===== src/design/mau_pkg.sv =====
// Shared types and constants of the modular arithmetic unit.
// Used by the channel interfaces, the controller, the datapath and the top level.
`default_nettype none

package mau_pkg;

   localparam int MOD_BITS_DEF = 30;
   localparam int EXP_BITS_DEF = 63;
   localparam int OPA_W        = 30;
   localparam int RES_W        = 30;
   localparam int CMD_W        = 3;

   localparam logic [31:0] MOD_RESET = 32'd998244353;

   localparam logic [CMD_W-1:0] OP_ADD = 3'd0;
   localparam logic [CMD_W-1:0] OP_SUB = 3'd1;
   localparam logic [CMD_W-1:0] OP_MUL = 3'd2;
   localparam logic [CMD_W-1:0] OP_POW = 3'd3;
   localparam logic [CMD_W-1:0] OP_INV = 3'd4;
   localparam logic [CMD_W-1:0] OP_DIV = 3'd5;

   typedef enum logic [3:0] {
      ST_IDLE,
      ST_RED_A,
      ST_RED_B,
      ST_DISPATCH,
      ST_BIT,
      ST_MUL_ACC,
      ST_SQUARE,
      ST_MUL_RES,
      ST_OUT
   } state_type;

   typedef enum logic [1:0] {SRC_OPA, SRC_OPB, SRC_MUL} red_src_type;

   typedef enum logic [1:0] {MUL_AB, MUL_ACC_BASE, MUL_SQR, MUL_ACC_A} mul_sel_type;

   typedef enum logic [2:0] {DST_NONE, DST_A, DST_B, DST_ACC, DST_BASE, DST_RES} dst_type;

   typedef enum logic [2:0] {RES_HOLD, RES_ADD, RES_SUB, RES_ACC, RES_ZERO} res_op_type;

   typedef struct packed {
      logic        load;
      logic        red_start;
      red_src_type red_src;
      mul_sel_type mul_sel;
      dst_type     dst;
      logic        pow_init;
      logic        base_from_b;
      logic        exp_from_mod;
      logic        exp_shift;
      res_op_type  res_op;
   } dp_ctl_type;

   typedef struct packed {
      logic red_busy;
      logic red_done;
      logic exp_zero;
      logic exp_lsb;
      logic mod_zero;
      logic mod_lt2;
   } dp_sts_type;

endpackage

`default_nettype wire


===== src/design/mau_req_if.sv =====
// Request channel of the modular arithmetic unit: opcode and two operands.
// Depends on mau_pkg for the fixed field widths.
`default_nettype none

interface mau_req_if import mau_pkg::*; #(
   parameter int EXP_BITS = EXP_BITS_DEF
) ();
   logic                valid;
   logic                ready;
   logic [CMD_W-1:0]    cmd;
   logic [OPA_W-1:0]    operand_a;
   logic [EXP_BITS-1:0] operand_b;

   modport source (output valid, cmd, operand_a, operand_b, input ready);
   modport sink   (input valid, cmd, operand_a, operand_b, output ready);
endinterface

`default_nettype wire


===== src/design/mau_rsp_if.sv =====
// Response channel of the modular arithmetic unit: one residue per word.
// Depends on mau_pkg for the result width.
`default_nettype none

interface mau_rsp_if import mau_pkg::*; ();
   logic             valid;
   logic             ready;
   logic [RES_W-1:0] result;

   modport source (output valid, result, input ready);
   modport sink   (input valid, result, output ready);
endinterface

`default_nettype wire


===== src/design/mau_csr_if.sv =====
// Configuration write channel of the modular arithmetic unit (modulus only).
// Depends on mau_pkg for the default modulus width.
`default_nettype none

interface mau_csr_if import mau_pkg::*; #(
   parameter int MOD_BITS = MOD_BITS_DEF
) ();
   logic                valid;
   logic                ready;
   logic [MOD_BITS-1:0] modulus;

   modport source (output valid, modulus, input ready);
   modport sink   (input valid, modulus, output ready);
endinterface

`default_nettype wire


===== src/design/modular_arithmetic_unit.sv =====
// Top level of the modular arithmetic unit: wires the channels to mau_ctrl and
// mau_dpath. Depends on mau_pkg and the mau_req_if, mau_rsp_if, mau_csr_if interfaces.
//
//   Channel   Direction  Word contents
//   req_bus   in         cmd, operand_a, operand_b
//   rsp_bus   out        result
//   csr_bus   in         modulus (always ready)
//
// One word is worked at a time. The remainder unit reduces a RED_W-bit dividend
// one bit at a time, RED_W = max(2*MOD_BITS, EXP_BITS, 30), 63 by default.
// Add and subtract take two reductions, multiply three; power and inverse take
// 2 + n + w reductions, n the exponent's bit length and w its count of one bits,
// and divide takes one reduction more.
// Reset returns the modulus to 998244353; no memory needs clearing.
// req_bus.ready stays low from acceptance until the result word is taken.
`default_nettype none

module modular_arithmetic_unit import mau_pkg::*; #(
   parameter int MOD_BITS = MOD_BITS_DEF,
   parameter int EXP_BITS = EXP_BITS_DEF
) (
   input wire logic clock,
   input wire logic reset,
   mau_req_if.sink  req_bus,
   mau_rsp_if.source rsp_bus,
   mau_csr_if.sink  csr_bus
);

   dp_ctl_type ctl;
   dp_sts_type sts;

   assign csr_bus.ready = 1'b1;

   mau_ctrl u_ctrl (
      .clock     (clock),
      .reset     (reset),
      .req_valid (req_bus.valid),
      .req_ready (req_bus.ready),
      .req_cmd   (req_bus.cmd),
      .rsp_valid (rsp_bus.valid),
      .rsp_ready (rsp_bus.ready),
      .ctl       (ctl),
      .sts       (sts)
   );

   mau_dpath #(
      .MOD_BITS (MOD_BITS),
      .EXP_BITS (EXP_BITS)
   ) u_dpath (
      .clock         (clock),
      .reset         (reset),
      .ctl           (ctl),
      .sts           (sts),
      .csr_we        (csr_bus.valid),
      .csr_modulus   (csr_bus.modulus),
      .req_operand_a (req_bus.operand_a),
      .req_operand_b (req_bus.operand_b),
      .rsp_result    (rsp_bus.result)
   );

endmodule

`default_nettype wire


===== src/design/mau_ctrl.sv =====
// Sequencing state machine of the modular arithmetic unit.
// Depends on mau_pkg; drives mau_dpath through dp_ctl_type and reads dp_sts_type.
`default_nettype none

module mau_ctrl import mau_pkg::*; (
   input  wire logic             clock,
   input  wire logic             reset,
   input  wire logic             req_valid,
   output logic                  req_ready,
   input  wire logic [CMD_W-1:0] req_cmd,
   output logic                  rsp_valid,
   input  wire logic             rsp_ready,
   output dp_ctl_type            ctl,
   input  wire dp_sts_type       sts
);

   state_type        state_ff, state_in;
   logic [CMD_W-1:0] op_ff, op_in;

   always_ff @(posedge clock) begin
      if (reset) begin
         state_ff <= ST_IDLE;
      end else begin
         state_ff <= state_in;
      end
      op_ff <= op_in;
   end

   always_comb begin
      state_in  = state_ff;
      op_in     = op_ff;
      ctl       = '0;
      req_ready = 1'b0;
      rsp_valid = 1'b0;
      unique case (state_ff)
         ST_IDLE: begin
            req_ready = 1'b1;
            if (req_valid) begin
               op_in    = req_cmd;
               ctl.load = 1'b1;
               if (sts.mod_zero) begin
                  ctl.res_op = RES_ZERO;
                  state_in   = ST_OUT;
               end else begin
                  ctl.red_start = 1'b1;
                  ctl.red_src   = SRC_OPA;
                  state_in      = ST_RED_A;
               end
            end
         end
         ST_RED_A: begin
            ctl.dst = DST_A;
            if (sts.red_done) begin
               ctl.red_start = 1'b1;
               ctl.red_src   = SRC_OPB;
               state_in      = ST_RED_B;
            end
         end
         ST_RED_B: begin
            ctl.dst = DST_B;
            if (sts.red_done) begin
               state_in = ST_DISPATCH;
            end
         end
         ST_DISPATCH: begin
            case (op_ff) inside
               OP_ADD: begin
                  ctl.res_op = RES_ADD;
                  state_in   = ST_OUT;
               end
               OP_SUB: begin
                  ctl.res_op = RES_SUB;
                  state_in   = ST_OUT;
               end
               OP_MUL: begin
                  ctl.red_start = 1'b1;
                  ctl.red_src   = SRC_MUL;
                  ctl.mul_sel   = MUL_AB;
                  state_in      = ST_MUL_RES;
               end
               OP_POW: begin
                  ctl.pow_init = 1'b1;
                  state_in     = ST_BIT;
               end
               OP_INV, OP_DIV: begin
                  // Fermat inverse needs a modulus of at least two.
                  if (sts.mod_lt2) begin
                     ctl.res_op = RES_ZERO;
                     state_in   = ST_OUT;
                  end else begin
                     ctl.pow_init     = 1'b1;
                     ctl.exp_from_mod = 1'b1;
                     ctl.base_from_b  = (op_ff == OP_DIV);
                     state_in         = ST_BIT;
                  end
               end
               default: begin
                  ctl.res_op = RES_ZERO;
                  state_in   = ST_OUT;
               end
            endcase
         end
         ST_BIT: begin
            if (sts.exp_zero) begin
               if (op_ff == OP_DIV) begin
                  ctl.red_start = 1'b1;
                  ctl.red_src   = SRC_MUL;
                  ctl.mul_sel   = MUL_ACC_A;
                  state_in      = ST_MUL_RES;
               end else begin
                  ctl.res_op = RES_ACC;
                  state_in   = ST_OUT;
               end
            end else if (sts.exp_lsb) begin
               ctl.red_start = 1'b1;
               ctl.red_src   = SRC_MUL;
               ctl.mul_sel   = MUL_ACC_BASE;
               state_in      = ST_MUL_ACC;
            end else begin
               ctl.red_start = 1'b1;
               ctl.red_src   = SRC_MUL;
               ctl.mul_sel   = MUL_SQR;
               state_in      = ST_SQUARE;
            end
         end
         ST_MUL_ACC: begin
            ctl.dst = DST_ACC;
            if (sts.red_done) begin
               ctl.red_start = 1'b1;
               ctl.red_src   = SRC_MUL;
               ctl.mul_sel   = MUL_SQR;
               state_in      = ST_SQUARE;
            end
         end
         ST_SQUARE: begin
            ctl.dst = DST_BASE;
            if (sts.red_done) begin
               ctl.exp_shift = 1'b1;
               state_in      = ST_BIT;
            end
         end
         ST_MUL_RES: begin
            ctl.dst = DST_RES;
            if (sts.red_done) begin
               state_in = ST_OUT;
            end
         end
         ST_OUT: begin
            rsp_valid = 1'b1;
            if (rsp_ready) begin
               state_in = ST_IDLE;
            end
         end
         default: begin
            state_in = ST_IDLE;
         end
      endcase
   end

`ifndef SYNTHESIS
   // Only one word is in flight: an accepted request closes the request side.
   a_busy_after_accept: assert property (@(posedge clock) disable iff (reset)
      (req_valid && req_ready) |=> !req_ready)
      else $error("request accepted while a word was in progress");

   // A new reduction may only start when the reducer is free or finishing.
   a_red_start_free: assert property (@(posedge clock) disable iff (reset)
      ctl.red_start |-> (!sts.red_busy || sts.red_done))
      else $error("reduction started while the reducer was busy");
`endif

endmodule

`default_nettype wire


===== src/design/mau_dpath.sv =====
// Datapath of the modular arithmetic unit: modulus register, operand and power
// registers, one multiplier and a bit-serial remainder unit. Depends on mau_pkg.
`default_nettype none

module mau_dpath import mau_pkg::*; #(
   parameter int MOD_BITS = MOD_BITS_DEF,
   parameter int EXP_BITS = EXP_BITS_DEF
) (
   input  wire logic                clock,
   input  wire logic                reset,
   input  wire dp_ctl_type          ctl,
   output dp_sts_type               sts,
   input  wire logic                csr_we,
   input  wire logic [MOD_BITS-1:0] csr_modulus,
   input  wire logic [OPA_W-1:0]    req_operand_a,
   input  wire logic [EXP_BITS-1:0] req_operand_b,
   output logic [RES_W-1:0]         rsp_result
);

   localparam int PROD_W = 2 * MOD_BITS;
   localparam int RED_W0 = (PROD_W > EXP_BITS) ? PROD_W : EXP_BITS;
   localparam int RED_W  = (RED_W0 > OPA_W) ? RED_W0 : OPA_W;
   localparam int CNT_W  = $clog2(RED_W);
   localparam logic [CNT_W-1:0] CNT_LAST = CNT_W'(RED_W - 1);

   logic [MOD_BITS-1:0] mod_ff, mod_in;
   logic [RED_W-1:0]    x_ff, x_in;
   logic [MOD_BITS-1:0] rem_ff, rem_in;
   logic [CNT_W-1:0]    cnt_ff, cnt_in;
   logic                busy_ff, busy_in;
   logic [MOD_BITS-1:0] a_ff, a_in;
   logic [MOD_BITS-1:0] b_ff, b_in;
   logic [MOD_BITS-1:0] base_ff, base_in;
   logic [MOD_BITS-1:0] acc_ff, acc_in;
   logic [EXP_BITS-1:0] exp_ff, exp_in;
   logic [MOD_BITS-1:0] res_ff, res_in;

   logic [MOD_BITS-1:0] mul_x, mul_y;
   logic [PROD_W-1:0]   product;
   logic [RED_W-1:0]    red_src_val;
   logic [MOD_BITS:0]   trial, trial_sub, sum, sum_sub, diff;
   logic [MOD_BITS-1:0] rem_step, add_res, sub_res;
   logic                red_done;

   always_ff @(posedge clock) begin
      if (reset) begin
         mod_ff  <= MOD_BITS'(MOD_RESET);
         busy_ff <= 1'b0;
      end else begin
         mod_ff  <= mod_in;
         busy_ff <= busy_in;
      end
      x_ff    <= x_in;
      rem_ff  <= rem_in;
      cnt_ff  <= cnt_in;
      a_ff    <= a_in;
      b_ff    <= b_in;
      base_ff <= base_in;
      acc_ff  <= acc_in;
      exp_ff  <= exp_in;
      res_ff  <= res_in;
   end

   always_comb begin
      case (ctl.mul_sel)
         MUL_AB: begin
            mul_x = a_ff;
            mul_y = b_ff;
         end
         MUL_ACC_BASE: begin
            mul_x = acc_ff;
            mul_y = base_ff;
         end
         MUL_SQR: begin
            mul_x = base_ff;
            mul_y = base_ff;
         end
         default: begin
            mul_x = acc_ff;
            mul_y = a_ff;
         end
      endcase
   end

   assign product = PROD_W'(mul_x) * PROD_W'(mul_y);

   always_comb begin
      case (ctl.red_src)
         SRC_OPA: red_src_val = RED_W'(req_operand_a);
         SRC_OPB: red_src_val = RED_W'(exp_ff);
         SRC_MUL: red_src_val = RED_W'(product);
         default: red_src_val = '0;
      endcase
   end

   // One restoring step: shift in the next dividend bit, subtract if it fits.
   assign trial     = {rem_ff, x_ff[RED_W-1]};
   assign trial_sub = trial - {1'b0, mod_ff};
   assign rem_step  = (trial >= {1'b0, mod_ff}) ? trial_sub[MOD_BITS-1:0]
                                                 : trial[MOD_BITS-1:0];
   assign red_done  = busy_ff && (cnt_ff == '0);

   assign sum     = {1'b0, a_ff} + {1'b0, b_ff};
   assign sum_sub = sum - {1'b0, mod_ff};
   assign add_res = (sum >= {1'b0, mod_ff}) ? sum_sub[MOD_BITS-1:0] : sum[MOD_BITS-1:0];
   assign diff    = {1'b0, a_ff} + {1'b0, mod_ff} - {1'b0, b_ff};
   assign sub_res = (a_ff >= b_ff) ? (a_ff - b_ff) : diff[MOD_BITS-1:0];

   always_comb begin
      mod_in  = mod_ff;
      x_in    = x_ff;
      rem_in  = rem_ff;
      cnt_in  = cnt_ff;
      busy_in = busy_ff;
      a_in    = a_ff;
      b_in    = b_ff;
      base_in = base_ff;
      acc_in  = acc_ff;
      exp_in  = exp_ff;
      res_in  = res_ff;

      if (csr_we) begin
         mod_in = csr_modulus;
      end
      if (ctl.load) begin
         exp_in = req_operand_b;
      end

      if (ctl.red_start) begin
         x_in    = red_src_val;
         rem_in  = '0;
         cnt_in  = CNT_LAST;
         busy_in = 1'b1;
      end else if (busy_ff) begin
         x_in   = {x_ff[RED_W-2:0], 1'b0};
         rem_in = rem_step;
         cnt_in = cnt_ff - CNT_W'(1);
         if (cnt_ff == '0) begin
            busy_in = 1'b0;
         end
      end

      if (red_done) begin
         case (ctl.dst)
            DST_A:    a_in    = rem_step;
            DST_B:    b_in    = rem_step;
            DST_ACC:  acc_in  = rem_step;
            DST_BASE: base_in = rem_step;
            DST_RES:  res_in  = rem_step;
            default:  ;
         endcase
      end

      if (ctl.pow_init) begin
         base_in = ctl.base_from_b ? b_ff : a_ff;
         // The accumulator starts at one reduced by the modulus.
         acc_in  = sts.mod_lt2 ? '0 : MOD_BITS'(1);
         if (ctl.exp_from_mod) begin
            exp_in = EXP_BITS'(mod_ff - MOD_BITS'(2));
         end
      end
      if (ctl.exp_shift) begin
         exp_in = exp_ff >> 1;
      end

      case (ctl.res_op)
         RES_ADD:  res_in = add_res;
         RES_SUB:  res_in = sub_res;
         RES_ACC:  res_in = acc_ff;
         RES_ZERO: res_in = '0;
         default:  ;
      endcase
   end

   assign sts.red_busy = busy_ff;
   assign sts.red_done = red_done;
   assign sts.exp_zero = (exp_ff == '0);
   assign sts.exp_lsb  = exp_ff[0];
   assign sts.mod_zero = (mod_ff == '0);
   assign sts.mod_lt2  = (mod_ff < MOD_BITS'(2));

   assign rsp_result = RES_W'(res_ff);

`ifndef SYNTHESIS
   // A reduced result always lands below the modulus it was reduced by.
   a_res_reduced: assert property (@(posedge clock) disable iff (reset)
      (red_done && (ctl.dst == DST_RES)) |=> (res_ff < $past(mod_ff)))
      else $error("reduced result not below the modulus");

   // The exponent is only shifted while bits remain.
   a_exp_shift_live: assert property (@(posedge clock) disable iff (reset)
      ctl.exp_shift |-> !sts.exp_zero)
      else $error("exponent shifted after it reached zero");
`endif

endmodule

`default_nettype wire


===== src/flat_wrapper.sv =====
// flat-port wrapper written by rule: the top's interface ports become plain ports
module modular_arithmetic_unit_flat import mau_pkg::*;
#(
   parameter int MOD_BITS = MOD_BITS_DEF,
   parameter int EXP_BITS = EXP_BITS_DEF
)
  (clock, reset, req_bus_valid, req_bus_cmd, req_bus_operand_a, req_bus_operand_b, req_bus_ready, rsp_bus_valid, rsp_bus_result, rsp_bus_ready, csr_bus_valid, csr_bus_modulus, csr_bus_ready);
  mau_req_if #(.EXP_BITS(EXP_BITS)) req_bus_i ();
  mau_rsp_if rsp_bus_i ();
  mau_csr_if #(.MOD_BITS(MOD_BITS)) csr_bus_i ();
  input wire logic clock;
  input wire logic reset;
  input wire logic [$bits(req_bus_i.valid)-1:0] req_bus_valid;
  input wire logic [$bits(req_bus_i.cmd)-1:0] req_bus_cmd;
  input wire logic [$bits(req_bus_i.operand_a)-1:0] req_bus_operand_a;
  input wire logic [$bits(req_bus_i.operand_b)-1:0] req_bus_operand_b;
  output wire logic [$bits(req_bus_i.ready)-1:0] req_bus_ready;
  output wire logic [$bits(rsp_bus_i.valid)-1:0] rsp_bus_valid;
  output wire logic [$bits(rsp_bus_i.result)-1:0] rsp_bus_result;
  input wire logic [$bits(rsp_bus_i.ready)-1:0] rsp_bus_ready;
  input wire logic [$bits(csr_bus_i.valid)-1:0] csr_bus_valid;
  input wire logic [$bits(csr_bus_i.modulus)-1:0] csr_bus_modulus;
  output wire logic [$bits(csr_bus_i.ready)-1:0] csr_bus_ready;
  assign req_bus_i.valid = req_bus_valid;
  assign req_bus_i.cmd = req_bus_cmd;
  assign req_bus_i.operand_a = req_bus_operand_a;
  assign req_bus_i.operand_b = req_bus_operand_b;
  assign req_bus_ready = req_bus_i.ready;
  assign rsp_bus_valid = rsp_bus_i.valid;
  assign rsp_bus_result = rsp_bus_i.result;
  assign rsp_bus_i.ready = rsp_bus_ready;
  assign csr_bus_i.valid = csr_bus_valid;
  assign csr_bus_i.modulus = csr_bus_modulus;
  assign csr_bus_ready = csr_bus_i.ready;
  modular_arithmetic_unit #(.MOD_BITS(MOD_BITS), .EXP_BITS(EXP_BITS)) u_core (.clock(clock), .reset(reset), .req_bus(req_bus_i), .rsp_bus(rsp_bus_i), .csr_bus(csr_bus_i));
endmodule

===== config.mk =====
export PLATFORM = sky130hd
export DESIGN_NAME = modular_arithmetic_unit_flat
export DESIGN_NICKNAME = d
export VERILOG_FILES = /design/src/design/mau_pkg.sv /design/src/design/mau_req_if.sv /design/src/design/mau_rsp_if.sv /design/src/design/mau_csr_if.sv /design/src/design/modular_arithmetic_unit.sv /design/src/design/mau_ctrl.sv /design/src/design/mau_dpath.sv /design/src/flat_wrapper.sv
export SDC_FILE = /design/constraint.sdc
export NUM_CORES = 2
export LEC_CHECK = 0
export BUFFER_PORTS_ARGS = -buffer_cell sky130_fd_sc_hd__buf_2
export CORE_ASPECT_RATIO = 1.4
export CORE_UTILIZATION = 30
export CTS_CLUSTER_SIZE = 24
export DETAILED_ROUTE_END_ITERATION = 8
export GPL_ROUTABILITY_DRIVEN = 0
export PLACE_DENSITY = 0.4
export SKIP_CTS_REPAIR_TIMING = 1
export SLEW_MARGIN = 20
export SYNTH_ARGS = -nofsm -noshare
export SYNTH_HDL_FRONTEND = slang
export SYNTH_HIERARCHICAL = 1
export SYNTH_SLANG_ARGS = --single-unit

===== constraint.sdc =====
create_clock -name clock -period 13 [get_ports clock]
set_input_delay 1.3 -clock clock [delete_from_list [all_inputs] [get_ports clock]]
set_output_delay 1.3 -clock clock [all_outputs]
set_load 0.02 [all_outputs]

==> metrics.md <==
| Metric | Value |
|---|---|
| Outcome | finished, final reports clean |
| Worst-path clk slew | 0.07 ns |
| R2r setup slk | 0.64 ns |
| Final slew viol count | 0 |
| RSZ-0062 raised after global routing | false |
| Pre-Repair DR Iteration Count | 6 |
| Final Hold Fails | 0 |
| Wire length per cell | 26.5 µm |
| Multi-input logic area | 42,000 µm² |
| DRC violations left | 0 |
| H-tree depth reported by CTS | 2 |
| Initial core utilization | 30.3% |
| CTS tree | done |
| Critical Path Most Common Cell | fa_1 |
| Final period util | 95.0% |
| GR Util met3 | 1.75% |
| Fmax | 80.9 MHz |
| Peak VDD IR | 0.233 mV |
| Port Buffers | 162 |
| Number of global-route vias before repair | 50.4k |
| Die area | 190,000 µm² |
| Hold WC Path Type | register to register |
| I/O pin count | 164 |
| GRT Total Usage | 25.4% |
| Setup crit start kind | register |
| GRT met1 Usage | 29.8% |
| Met2 Usage GRT | 45.4% |
| Fin crit period | 12.36 ns |
| Placeable Area | 186,000 µm² |
| First-pass GRT wire length | 350,000 µm |
| Max-cap violation count | 0 |
| Crit path from | u_core/u_dpath/exp_ff[21]$_DFF_P_ |
| R2r startpoint | u_core/u_dpath/exp_ff[21]$_DFF_P_ |
| Final HPWL DP | 202,000 µm |
| Skew-Pair Late Insertion Delay | 0.61 ns |
| Crit Path Max Fanout | 38 |
| Root buffer cell | clkbuf_16 |
| Slowest cell on the critical path | a21oi_4 |
| Worst Setup Path Type | register to register |
| CTS buffer count | 38 |
| Post-Synthesis Cells | 6,566 |
| Placed cell areas | 60,500 µm² |
| DRT iter0 DRCs | 3,090 |
| Reg area | 9170 µm² |
| Die Span X | 368 µm |
| Clock sinks | 350 |
| Power density cells | 190 nW/µm² |
| Worst Path Required | 13.36 ns |
| Clk buf depth | 3 |
| Critical Path End Type | register |
| Site Rows | 187 |
| GRT Residual Overflow | 0 |
| Leakage | 0.0286 µW |
| Placed insts | 9,023 |
| Fill cell count | 19.8k |
| Max_slew headroom | 21.5% |
| Final setup vio count | 0 |
| Area Growth Syn to Fin | 9.59% |
| Worst Path Arrival | 12.72 ns |
| Pin count of the biggest net entering global routing | 98 |
| WL final | 241,000 µm |
| Hold Startpoint | u_core/u_dpath/rem_ff[29]$_SDFFE_PP0P_ |
| Mapped Nets | 7,913 |
| Total Neg Setup Slack | 0 ns |
| Mapped cell area | 56,300 µm² |
| Post-route cell area | 61,700 µm² |
| CP max stage delay | 0.86 ns |
| Initial antenna violation count | 8 |
| Post-route insts no fill | 9,096 |
| Hold Slack | 0.501 ns |
| NumNets Final | 7,953 |
| Via count | 47.4k |
| Share of cells above drive strength 1 | 8.79% |
| Final ANT Viol Nets | 0 |
| Mean Syn Cell Area | 8.58 µm² |
| Final Skew | 0.0333 ns |
| Worst Max-Slew Pin Slew | 1.17 ns |
| Vias per cell | 5.21 |
| Chip height | 515 µm |
| Synth Warn # | 6 |
| Most Crowded Layer GR | met2 |
[where the power goes]
| part | switching [µW] | internal (µW) | total, µW |
|---|---|---|---|
| registers | 273 | 1640 | 1910 |
| clock network | 540 | 618 | 1160 |
| logic | 5710 | 2930 | 8640 |
[cell usage in the layout, fill, tap and decap left out, drive strengths merged, types with 46 or more instances in the layout]
master / n
dfxtp: 134
xor2: 51
nand2: 699
fa: 813
nor2: 846
nor3: 62
clkbuf: 49
a21o: 112
o21ai: 252
buf: 337
edfxtp: 216
nand2b: 46
a211oi: 68
mux2: 48
xnor2: 153
a22oi: 58
mux2i: 100
ha: 403
o21a: 66
a21oi: 350
nand3: 57
inv: 1075
[sequential cells by signal (all words and copies together) (netlist names)]
register                   flops
u_core/u_ctrl/state_ff         4
u_core/u_dpath/x_ff           63
u_core/u_dpath/base_ff        30
u_core/u_dpath/busy_ff         1
u_core/u_dpath/cnt_ff          6
u_core/u_ctrl/op_ff            3
u_core/u_dpath/a_ff           30
u_core/u_dpath/mod_ff         30
u_core/u_dpath/exp_ff         63
u_core/u_dpath/acc_ff         30
u_core/u_dpath/b_ff           30
u_core/u_dpath/rem_ff         30
u_core/u_dpath/rsp_result     30
[per-stage QoR]
stage / worst slack, ns / utilization [%] / power [µW]
CTS: 0.609 / 33.2 / 11800
floorplan: 2.82 / - / 7010
detailed placement: 0.708 / 32.5 / 10500
global route: 0.113 / 33.2 / 12500
global placement: 0.521 / 32.5 / 10600
finish: 0.645 / 33.2 / 11700
[layout make-up]
type	count	area share (%)
clock buffers	49	1.69
flip-flops and latches	350	14.9
clock inverters	21	0.328
repair buffers	337	3.52
multi-input cells	4806	68.1
inverters	1073	6.53
well taps	2457	4.98
diodes	3	0.0122
[worst max-delay path: cells and delay by family, from the launching register on]
kind            cells  cell delay, ns
simple gates        8            2.20
fa+ha+maj          10            5.04
flops               1            0.37
compound gates     13            3.54
buf+inv             7            0.86
[routing by layer]
layer	vias to the layer above	wire length (µm)
li1	21600	-
met1	24100	95500
met2	1361	121000
met3	374	8990
met4	0	16300
met5	-	0
[worst paths after layout]
path,end,depth (start not counted)
setup / recovery,u_core/u_dpath/x_ff[59]$_DFFE_PP_,38
hold reg to reg,u_core/u_dpath/rem_ff[29]$_SDFFE_PP0P_,2
hold / removal,u_core/u_dpath/rem_ff[29]$_SDFFE_PP0P_,2
setup reg to reg,u_core/u_dpath/x_ff[59]$_DFFE_PP_,38
Note: power is estimated with default switching activity, not from simulation.
